<file path="config.mk">
export PLATFORM = sky130hd
export DESIGN_NAME = bracketed_port_scanner_top
export DESIGN_NICKNAME = d
export VERILOG_FILES = /design/src/hdl/bps_pkg.sv /design/src/hdl/bps_in_stage.sv /design/src/hdl/bps_scan_core.sv /design/src/hdl/bps_out_stage.sv /design/src/hdl/bracketed_port_scanner_top.sv
export SDC_FILE = /design/constraint.sdc
export NUM_CORES = 1
export LEC_CHECK = 0
export BUFFER_PORTS_ARGS = -buffer_cell sky130_fd_sc_hd__buf_2
export CORE_MARGIN = 1
export CORE_UTILIZATION = 50
export DETAILED_ROUTE_END_ITERATION = 12
export GPL_ROUTABILITY_DRIVEN = 0
export PLACE_DENSITY = 0.72
export SLEW_MARGIN = 20
export SYNTH_ARGS = -nofsm -noshare
export SYNTH_HDL_FRONTEND = slang
export SYNTH_SLANG_ARGS = --single-unit
</file>
<file path="constraint.sdc">
create_clock -name clock -period 7.36 [get_ports clock]
set_input_delay 1.472 -clock clock [delete_from_list [all_inputs] [get_ports clock]]
set_output_delay 1.472 -clock clock [all_outputs]
set_load 0.05 [all_outputs]
</file>
<file path="src/hdl/bps_pkg.sv">
// ----------------------------------------------------------------------------
// bps_pkg
// shared types and constants for the bracketed port scanner
// ----------------------------------------------------------------------------
package bps_pkg;

   localparam int OFFSET_BITS_DEF = 16;
   localparam int BYTE_W          = 8;
   localparam int OFS_W           = 16;
   localparam int PORT_W          = 16;

   localparam logic [OFS_W-1:0]  MIN_TAIL_RESET = 16'd50;
   localparam logic [BYTE_W-1:0] CHAR_OPEN      = 8'h5B;
   localparam logic [BYTE_W-1:0] CHAR_CLOSE     = 8'h5D;
   localparam logic [BYTE_W-1:0] CHAR_NUL       = 8'h00;
   localparam logic [BYTE_W-1:0] CHAR_ZERO      = 8'd48;
   localparam logic [BYTE_W-1:0] CHAR_NINE      = 8'd57;
   localparam logic [PORT_W-1:0] DEC_BASE       = 16'd10;

   typedef enum logic [1:0] {
      STATUS_FOUND     = 2'd0,
      STATUS_NO_MATCH  = 2'd1,
      STATUS_PORT_ZERO = 2'd2,
      STATUS_TOO_SHORT = 2'd3
   } status_type;

   typedef struct packed {
      logic [BYTE_W-1:0] data_byte;
      logic              last_byte;
      logic [OFS_W-1:0]  search_start;
   } req_item_type;

   typedef struct packed {
      status_type        status;
      logic [OFS_W-1:0]  match_offset;
      logic [OFS_W-1:0]  match_length;
      logic [PORT_W-1:0] port_number;
   } rsp_item_type;

   typedef struct packed {
      logic advance;
      logic out_free;
   } flow_type;

endpackage

</file>
<file path="src/hdl/bps_in_stage.sv">
// ----------------------------------------------------------------------------
// bps_in_stage
// input register for one request byte; a last byte is held until the result side has room
// ----------------------------------------------------------------------------
module bps_in_stage (
   input  logic                 clock,
   input  logic                 reset,
   input  logic                 req_valid,
   output logic                 req_stall,
   input  bps_pkg::req_item_type req_item,
   input  logic                 out_free,
   output logic                 item_valid,
   output bps_pkg::req_item_type item,
   output logic                 advance
);
   import bps_pkg::*;

   logic         valid_ff;
   logic         valid_in;
   req_item_type item_ff;
   logic         accept;

   assign advance   = valid_ff && (!item_ff.last_byte || out_free);
   assign req_stall = valid_ff && !advance;
   assign accept    = req_valid && !req_stall;
   assign valid_in  = accept || (valid_ff && !advance);

   always_ff @(posedge clock) begin
      if (reset) begin
         valid_ff <= 1'b0;
      end else begin
         valid_ff <= valid_in;
      end
   end

   always_ff @(posedge clock) begin
      if (accept) begin
         item_ff <= req_item;
      end
   end

   assign item_valid = valid_ff;
   assign item       = item_ff;

endmodule

</file>
<file path="src/hdl/bps_scan_core.sv">
// ----------------------------------------------------------------------------
// bps_scan_core
// per-byte bracket scan state, port accumulation and end-of-packet verdict
// ----------------------------------------------------------------------------
module bps_scan_core #(
   parameter int OFFSET_BITS = bps_pkg::OFFSET_BITS_DEF
) (
   input  logic                   clock,
   input  logic                   reset,
   input  logic                   csr_write,
   input  logic [bps_pkg::OFS_W-1:0] csr_min_tail,
   input  logic                   advance,
   input  bps_pkg::req_item_type  item,
   output bps_pkg::rsp_item_type  result
);
   import bps_pkg::*;

   localparam int CMP_W = ((OFFSET_BITS + 1) > (OFS_W + 1)) ? (OFFSET_BITS + 1) : (OFS_W + 1);
   localparam logic [OFFSET_BITS-1:0] POS_MAX = {OFFSET_BITS{1'b1}};

   logic [OFS_W-1:0]       min_tail_ff;
   logic [OFFSET_BITS-1:0] pos_ff;
   logic                   inside_ff;
   logic [OFFSET_BITS-1:0] start_ff;
   logic                   done_ff;
   logic [OFFSET_BITS-1:0] flen_ff;
   logic [PORT_W-1:0]      acc_ff;

   logic                   inside_in;
   logic [OFFSET_BITS-1:0] start_in;
   logic                   done_in;
   logic [OFFSET_BITS-1:0] flen_in;
   logic [PORT_W-1:0]      acc_in;
   logic [OFFSET_BITS-1:0] pos_in;

   logic [CMP_W-1:0]       pkt_len;
   logic [CMP_W-1:0]       need_len;
   logic [BYTE_W-1:0]      digit;
   logic                   odd_dist;
   status_type             status;

   assign digit    = item.data_byte - CHAR_ZERO;
   assign odd_dist = pos_ff[0] ^ start_ff[0];
   assign pkt_len  = CMP_W'(pos_ff) + CMP_W'(1);
   assign need_len = CMP_W'(item.search_start) + CMP_W'(min_tail_ff);

   // scan update
   always_comb begin
      inside_in = inside_ff;
      start_in  = start_ff;
      done_in   = done_ff;
      flen_in   = flen_ff;
      acc_in    = acc_ff;
      if (!done_ff && (CMP_W'(pos_ff) >= CMP_W'(item.search_start))) begin
         if (inside_ff && (item.data_byte != CHAR_CLOSE)) begin
            if (odd_dist) begin
               if (item.data_byte != CHAR_NUL) begin
                  inside_in = 1'b0;
               end
            end else if ((item.data_byte < CHAR_ZERO) || (item.data_byte > CHAR_NINE)) begin
               inside_in = 1'b0;
            end else begin
               acc_in = (acc_ff * DEC_BASE) + PORT_W'(digit);
            end
         end
         if ((item.data_byte == CHAR_OPEN) && !inside_in) begin
            inside_in = 1'b1;
            start_in  = pos_ff;
            acc_in    = '0;
         end else if ((item.data_byte == CHAR_CLOSE) && inside_in) begin
            inside_in = 1'b0;
            done_in   = 1'b1;
            flen_in   = pos_ff - start_ff + OFFSET_BITS'(1);
         end
      end
   end

   // verdict
   always_comb begin
      priority if (pkt_len < need_len) begin
         status = STATUS_TOO_SHORT;
      end else if (!done_in) begin
         status = STATUS_NO_MATCH;
      end else if (acc_in == '0) begin
         status = STATUS_PORT_ZERO;
      end else begin
         status = STATUS_FOUND;
      end
   end

   always_comb begin
      result.status = status;
      if (status == STATUS_FOUND) begin
         result.match_offset = OFS_W'(start_in);
         result.match_length = OFS_W'(flen_in);
         result.port_number  = acc_in;
      end else begin
         result.match_offset = '0;
         result.match_length = '0;
         result.port_number  = '0;
      end
   end

   assign pos_in = (pos_ff != POS_MAX) ? (pos_ff + OFFSET_BITS'(1)) : pos_ff;

   always_ff @(posedge clock) begin
      if (reset) begin
         min_tail_ff <= MIN_TAIL_RESET;
      end else if (csr_write) begin
         min_tail_ff <= csr_min_tail;
      end
   end

   always_ff @(posedge clock) begin
      if (reset) begin
         pos_ff    <= '0;
         inside_ff <= 1'b0;
         start_ff  <= '0;
         done_ff   <= 1'b0;
         flen_ff   <= '0;
         acc_ff    <= '0;
      end else if (advance) begin
         if (item.last_byte) begin
            pos_ff    <= '0;
            inside_ff <= 1'b0;
            start_ff  <= '0;
            done_ff   <= 1'b0;
            flen_ff   <= '0;
            acc_ff    <= '0;
         end else begin
            pos_ff    <= pos_in;
            inside_ff <= inside_in;
            start_ff  <= start_in;
            done_ff   <= done_in;
            flen_ff   <= flen_in;
            acc_ff    <= acc_in;
         end
      end
   end

endmodule

</file>
<file path="src/hdl/bps_out_stage.sv">
// ----------------------------------------------------------------------------
// bps_out_stage
// result register holding one response until the consumer takes it
// ----------------------------------------------------------------------------
module bps_out_stage (
   input  logic                  clock,
   input  logic                  reset,
   input  logic                  load,
   input  bps_pkg::rsp_item_type result,
   input  logic                  rsp_stall,
   output logic                  rsp_valid,
   output bps_pkg::rsp_item_type rsp_item,
   output logic                  out_free
);
   import bps_pkg::*;

   logic         valid_ff;
   logic         valid_in;
   rsp_item_type item_ff;

   assign out_free = !valid_ff || !rsp_stall;
   assign valid_in = load || (valid_ff && rsp_stall);

   always_ff @(posedge clock) begin
      if (reset) begin
         valid_ff <= 1'b0;
      end else begin
         valid_ff <= valid_in;
      end
   end

   always_ff @(posedge clock) begin
      if (load) begin
         item_ff <= result;
      end
   end

   assign rsp_valid = valid_ff;
   assign rsp_item  = item_ff;

endmodule

</file>
<file path="src/hdl/bracketed_port_scanner_top.sv">
// A request is registered in the input register at acceptance; its last byte's response is
// registered in the result register when that has room, and rsp_valid rises with it.
// Throughput: one packet byte per cycle, set by the single scan stage between the
// input register and the result register; a waiting response stalls only last bytes.
// Reset clears the scan state, both stage valids and sets min_tail to 50.
// ----------------------------------------------------------------------------
// bracketed_port_scanner_top
// scans packet bytes for a bracketed wide-char decimal port and reports it
// ----------------------------------------------------------------------------
module bracketed_port_scanner_top #(
   parameter int OFFSET_BITS = bps_pkg::OFFSET_BITS_DEF
) (
   input  logic                        clock,
   input  logic                        reset,
   input  logic                        req_valid,
   output logic                        req_stall,
   input  logic [bps_pkg::BYTE_W-1:0]  req_data_byte,
   input  logic                        req_last_byte,
   input  logic [bps_pkg::OFS_W-1:0]   req_search_start,
   output logic                        rsp_valid,
   input  logic                        rsp_stall,
   output logic [1:0]                  rsp_status,
   output logic [bps_pkg::OFS_W-1:0]   rsp_match_offset,
   output logic [bps_pkg::OFS_W-1:0]   rsp_match_length,
   output logic [bps_pkg::PORT_W-1:0]  rsp_port_number,
   input  logic                        csr_valid,
   output logic                        csr_ready,
   input  logic [bps_pkg::OFS_W-1:0]   csr_min_tail
);
   import bps_pkg::*;

   req_item_type req_item;
   req_item_type item;
   rsp_item_type result;
   rsp_item_type rsp_item;
   flow_type     flow;
   logic         item_valid;
   logic         load;

   assign req_item.data_byte    = req_data_byte;
   assign req_item.last_byte    = req_last_byte;
   assign req_item.search_start = req_search_start;

   assign csr_ready = 1'b1;

   bps_in_stage u_in_stage (
      .clock      (clock),
      .reset      (reset),
      .req_valid  (req_valid),
      .req_stall  (req_stall),
      .req_item   (req_item),
      .out_free   (flow.out_free),
      .item_valid (item_valid),
      .item       (item),
      .advance    (flow.advance)
   );

   bps_scan_core #(
      .OFFSET_BITS (OFFSET_BITS)
   ) u_scan_core (
      .clock        (clock),
      .reset        (reset),
      .csr_write    (csr_valid && csr_ready),
      .csr_min_tail (csr_min_tail),
      .advance      (flow.advance),
      .item         (item),
      .result       (result)
   );

   assign load = flow.advance && item_valid && item.last_byte;

   bps_out_stage u_out_stage (
      .clock     (clock),
      .reset     (reset),
      .load      (load),
      .result    (result),
      .rsp_stall (rsp_stall),
      .rsp_valid (rsp_valid),
      .rsp_item  (rsp_item),
      .out_free  (flow.out_free)
   );

   assign rsp_status       = rsp_item.status;
   assign rsp_match_offset = rsp_item.match_offset;
   assign rsp_match_length = rsp_item.match_length;
   assign rsp_port_number  = rsp_item.port_number;

endmodule

</file>
==> results <==
- The number of ports placed on the die boundary is 99.
- The commonest register cell after synthesis is sky130_fd_sc_hd__dfxtp_1.
- The mean routed wirelength per cell is 15.6 um.
- The number of antenna-violating nets in the routed design is 0.
- Setup repair after global routing left no endpoint under its margin.
- The via count is about 7.7k.
- In this run the tightest slew margin relative to its limit is 0.290.
- The clock tree root driver cell is sky130_fd_sc_hd__clkbuf_16.
- Before CTS, the worst setup slack after placement is about 2.5 ns.
- Clock-pin slew was measured on the worst setup and hold paths at 0.06 ns.
- Data on the critical path is required at its endpoint by 7.51 ns.
- The maximum level of the CTS H-tree is 4.
- The area fraction in compound gates after synthesis is 0.164.
- TritonCTS created 17 clock buffers.
- Of the total synthesized cell area, the portion taken by AND, OR, NAND and NOR gates is 0.160.
- The area overhead of the layout relative to synthesis is 13.2%.
- The repair_antennas step left the layout with diodes totalling 0.
- The floorplan has 51 rows.
- The core box area is 0.0195 mm^2.
- The worst-margin pin slew is ~1.1 ns.
- For this run, the total global-route usage over all layers was measured as 0.220.
- The cell area after layout is around 0.011 mm^2.
- The final layout contains 1,268 nets.
- The mean cell area of the mapped netlist is about 10 um^2.
- The synthesized design contains 75 enable-type register cells.
- The end-of-flow core utilization is 0.578.
- The die covers approximately 0.020 mm^2.
- Detailed placement ended at an HPWL of 15.8 mm.
- The first-pass GRT wire length is 35.6 mm.
- The clock latency on the worst-skew pair is roughly 0.43 ns.
- STA puts the critical path data arrival time at 5.08 ns.
- The setup-violating endpoint count in the final report is 0.
- The min-delay analysis places its worst path in the category reg2reg.
- The detailed-route vias per instance is 5.57.
- Summed over all failing endpoints, the final setup total negative slack is 0 ns.
- The number of hold violations in the final report was 0.
- The minimum setup slack in the final design is 2.43 ns.
- Counting every instance in the synthesized netlist gives 1,020.
- The fraction of final layout cells with drive strength greater than 1 is 0.169.
- The overall die height is approximately 140 um.
- The critical path class is reg2reg.
- The worst setup path is launched from a register.
- The finished layout holds 1,385 standard cells, fillers aside.
- The final cycle utilization of the critical path is 0.670.
- The number of setup buffers added after CTS is 0.
- The run finished with clean final reports.
- TritonCTS built the clock tree.
- The maximum root-to-sink buffer count is 2.
- The clock skew after layout is between 0.008 and 0.009 ns.
- The number of global-route vias before repair is 7,259.
- The portion of synthesized area spent on multiplexers is 0.0393.
- The number of gates resized after CTS was 0.
- In this run, placement finished with an instance count of 1,353.
- After synthesis, the netlist uses 77 different library cells.
- STA classifies the critical path endpoint as a register.
- The share of flip-flops with an asynchronous set or reset after synthesis is 0.
- The first-pass detailed-route iteration total is 5.
- VDD sags by at most 169 uV.
- The final critical path time including I/O delays and setup is 4.93 ns.
- The adder and majority cell fraction of the synthesized area is 0.148.
- For this block, the initial DRC count from the detailed router was 483.
- Hold repair after CTS inserted 0 buffers.
- The post-synthesis register bit count is 159.
- In this run the cell area measured after placement is 0.0107 mm^2.
- Wires add up to roughly 22 mm.
- After synthesis, the largest family of logic cells by area is compound AO/OA/AOI/OAI gates.
- The number of warnings reported in the yosys synthesis log is 0.
- Buffers placed on the I/O ports in this run total a little under 100.
- The x dimension of the die is ~140 um.
- The DRC violation count after routing is 0.
- Counting every net in the synthesized netlist gives about 1.2k.
- Max-cap violations in this run came to 0.
- Entering global routing, the biggest net connects 86 pins.
- The parity-gate share of the synthesized area counting xor and xnor cells is 0.0536.
- The tree built by TritonCTS fans out to 159 sinks.
- The total overflow left after global routing is 0.
- The share of the Yosys chip area taken by registers is 0.396.
- The final max-slew violation count is 0.
- The power density over the cells is about 180 mW/mm^2.
- Of all nets on the critical path, the largest fanout is 32.
- Summing every instance area after synthesis gives 0.00994 mm^2.
- The starting density of the core is 0.511.
- The top achievable clock speed is approximately 200 MHz.
- The total leakage power is 4.89 nW.
- The initial antenna violation count came to 0.
## layer usage
layer | vias up | wire, um | GRT usage
li1 | 3883 | - | -
met3 | 25 | 912 | 0.0376
met5 | - | 0 | 0
met2 | 182 | 9640 | 0.353
met4 | 0 | 340 | 0.0713
met1 | 3629 | 10700 | 0.302
## state kept, by name, summed over array words and instances, names as in the netlist, 16 cells and up
signal                   count
u_scan_core.flen_ff         16
u_scan_core.start_ff        16
u_scan_core.pos_ff          16
u_scan_core.acc_ff          16
u_in_stage.item             25
u_out_stage.rsp_item        50
u_scan_core.min_tail_ff     16
## final timing paths
path / from / endpoint / slack [ns] / cells after the start
setup / recovery: u_scan_core.acc_ff[1] / u_out_stage.rsp_item[18] / 2.43 / 15
hold / removal: u_scan_core.inside_ff / u_scan_core.inside_ff / 0.48 / 2
setup reg to reg: u_scan_core.acc_ff[1] / u_out_stage.rsp_item[18] / 2.43 / 15
hold reg to reg: u_scan_core.inside_ff / u_scan_core.inside_ff / 0.48 / 2
## where the power goes
group          total, W  internal [W]  switching (W)
Combinational  0.000177     0.0000675       0.000110
Sequential     0.000957      0.000944      0.0000131
Clock          0.000892      0.000540       0.000352
Total           0.00203       0.00155       0.000475
## layout make-up
type | count | area [um^2]
Fill cell | 1697 | 8220
Multi-Input combinational cell | 765 | 5630
Sequential cell | 159 | 3930
Timing Repair Buffer | 104 | 538
Clock buffer | 21 | 450
Tap cell | 265 | 332
Inverter | 60 | 225
Clock inverter | 11 | 140
## placed cells by master (no fill, tap or decap), types with 36 or more instances in the layout
cell type	netlist	layout
sky130_fd_sc_hd__dfxtp_1	84	84
sky130_fd_sc_hd__ha_1	111	111
sky130_fd_sc_hd__a21oi_1	57	57
sky130_fd_sc_hd__buf_2	1	97
sky130_fd_sc_hd__o21ai_0	36	36
sky130_fd_sc_hd__mux2i_1	39	39
sky130_fd_sc_hd__nor2_1	128	125
sky130_fd_sc_hd__a22oi_1	53	53
sky130_fd_sc_hd__edfxtp_1	75	75
sky130_fd_sc_hd__inv_1	58	58
## critical path, stage by stage, from the launching register on
cell and delay, ns:
sky130_fd_sc_hd__dfxtp_1 0.45, sky130_fd_sc_hd__ha_1 0.28, sky130_fd_sc_hd__ha_1 0.24, sky130_fd_sc_hd__fa_1 0.44
sky130_fd_sc_hd__xor2_1 0.19, sky130_fd_sc_hd__ha_1 0.33, sky130_fd_sc_hd__o21a_1 0.14, sky130_fd_sc_hd__nor2_1 0.05
sky130_fd_sc_hd__nor4b_2 0.35, sky130_fd_sc_hd__nand4_1 0.17, sky130_fd_sc_hd__or3_4 0.40, sky130_fd_sc_hd__or3_1 0.35
sky130_fd_sc_hd__a32o_2 0.31, sky130_fd_sc_hd__o41ai_4 0.33, sky130_fd_sc_hd__buf_4 0.49, sky130_fd_sc_hd__a21oi_1 0.10
## cells in the mapped netlist, drive strengths merged (28+ instances only)
| master | n | area share |
|---|---|---|
| a21oi | 58 | 0.030 |
| a22oi | 53 | 0.040 |
| ha | 111 | 0.14 |
| mux2i | 39 | 0.039 |
| dfxtp | 84 | 0.17 |
| edfxtp | 75 | 0.23 |
| clkbuf | 29 | 0.011 |
| xnor2 | 36 | 0.032 |
| nand2 | 28 | 0.011 |
| inv | 58 | 0.022 |
| o21ai | 37 | 0.019 |
| nor2 | 157 | 0.067 |
## logic make-up (layout without fill, tap and decap cells)
| logic type | after synthesis | after routing |
|---|---|---|
| and+or+nand+nor | 312 | 312 |
| buffers and inverters | 96 | 196 |
| other | 1 | 1 |
| muxes | 39 | 39 |
| xor gates and xnor gates | 60 | 60 |
| adders and majority gates | 115 | 115 |
| DFF | 159 | 159 |
| AOI/OAI and AO/OA | 238 | 238 |
## through the flow
step | total power (W) | hold slack [ns]
4_1_cts | 0.00204 | 0.476
5_1_grt | 0.00209 | 0.496
6_report | 0.00203 | 0.476
3_5_place_dp | 0.00115 | 0.466
3_3_place_gp | 0.00115 | 0.455
2_1_floorplan | 0.00110 | 0.440
Power figures use the tool's default switching activity.
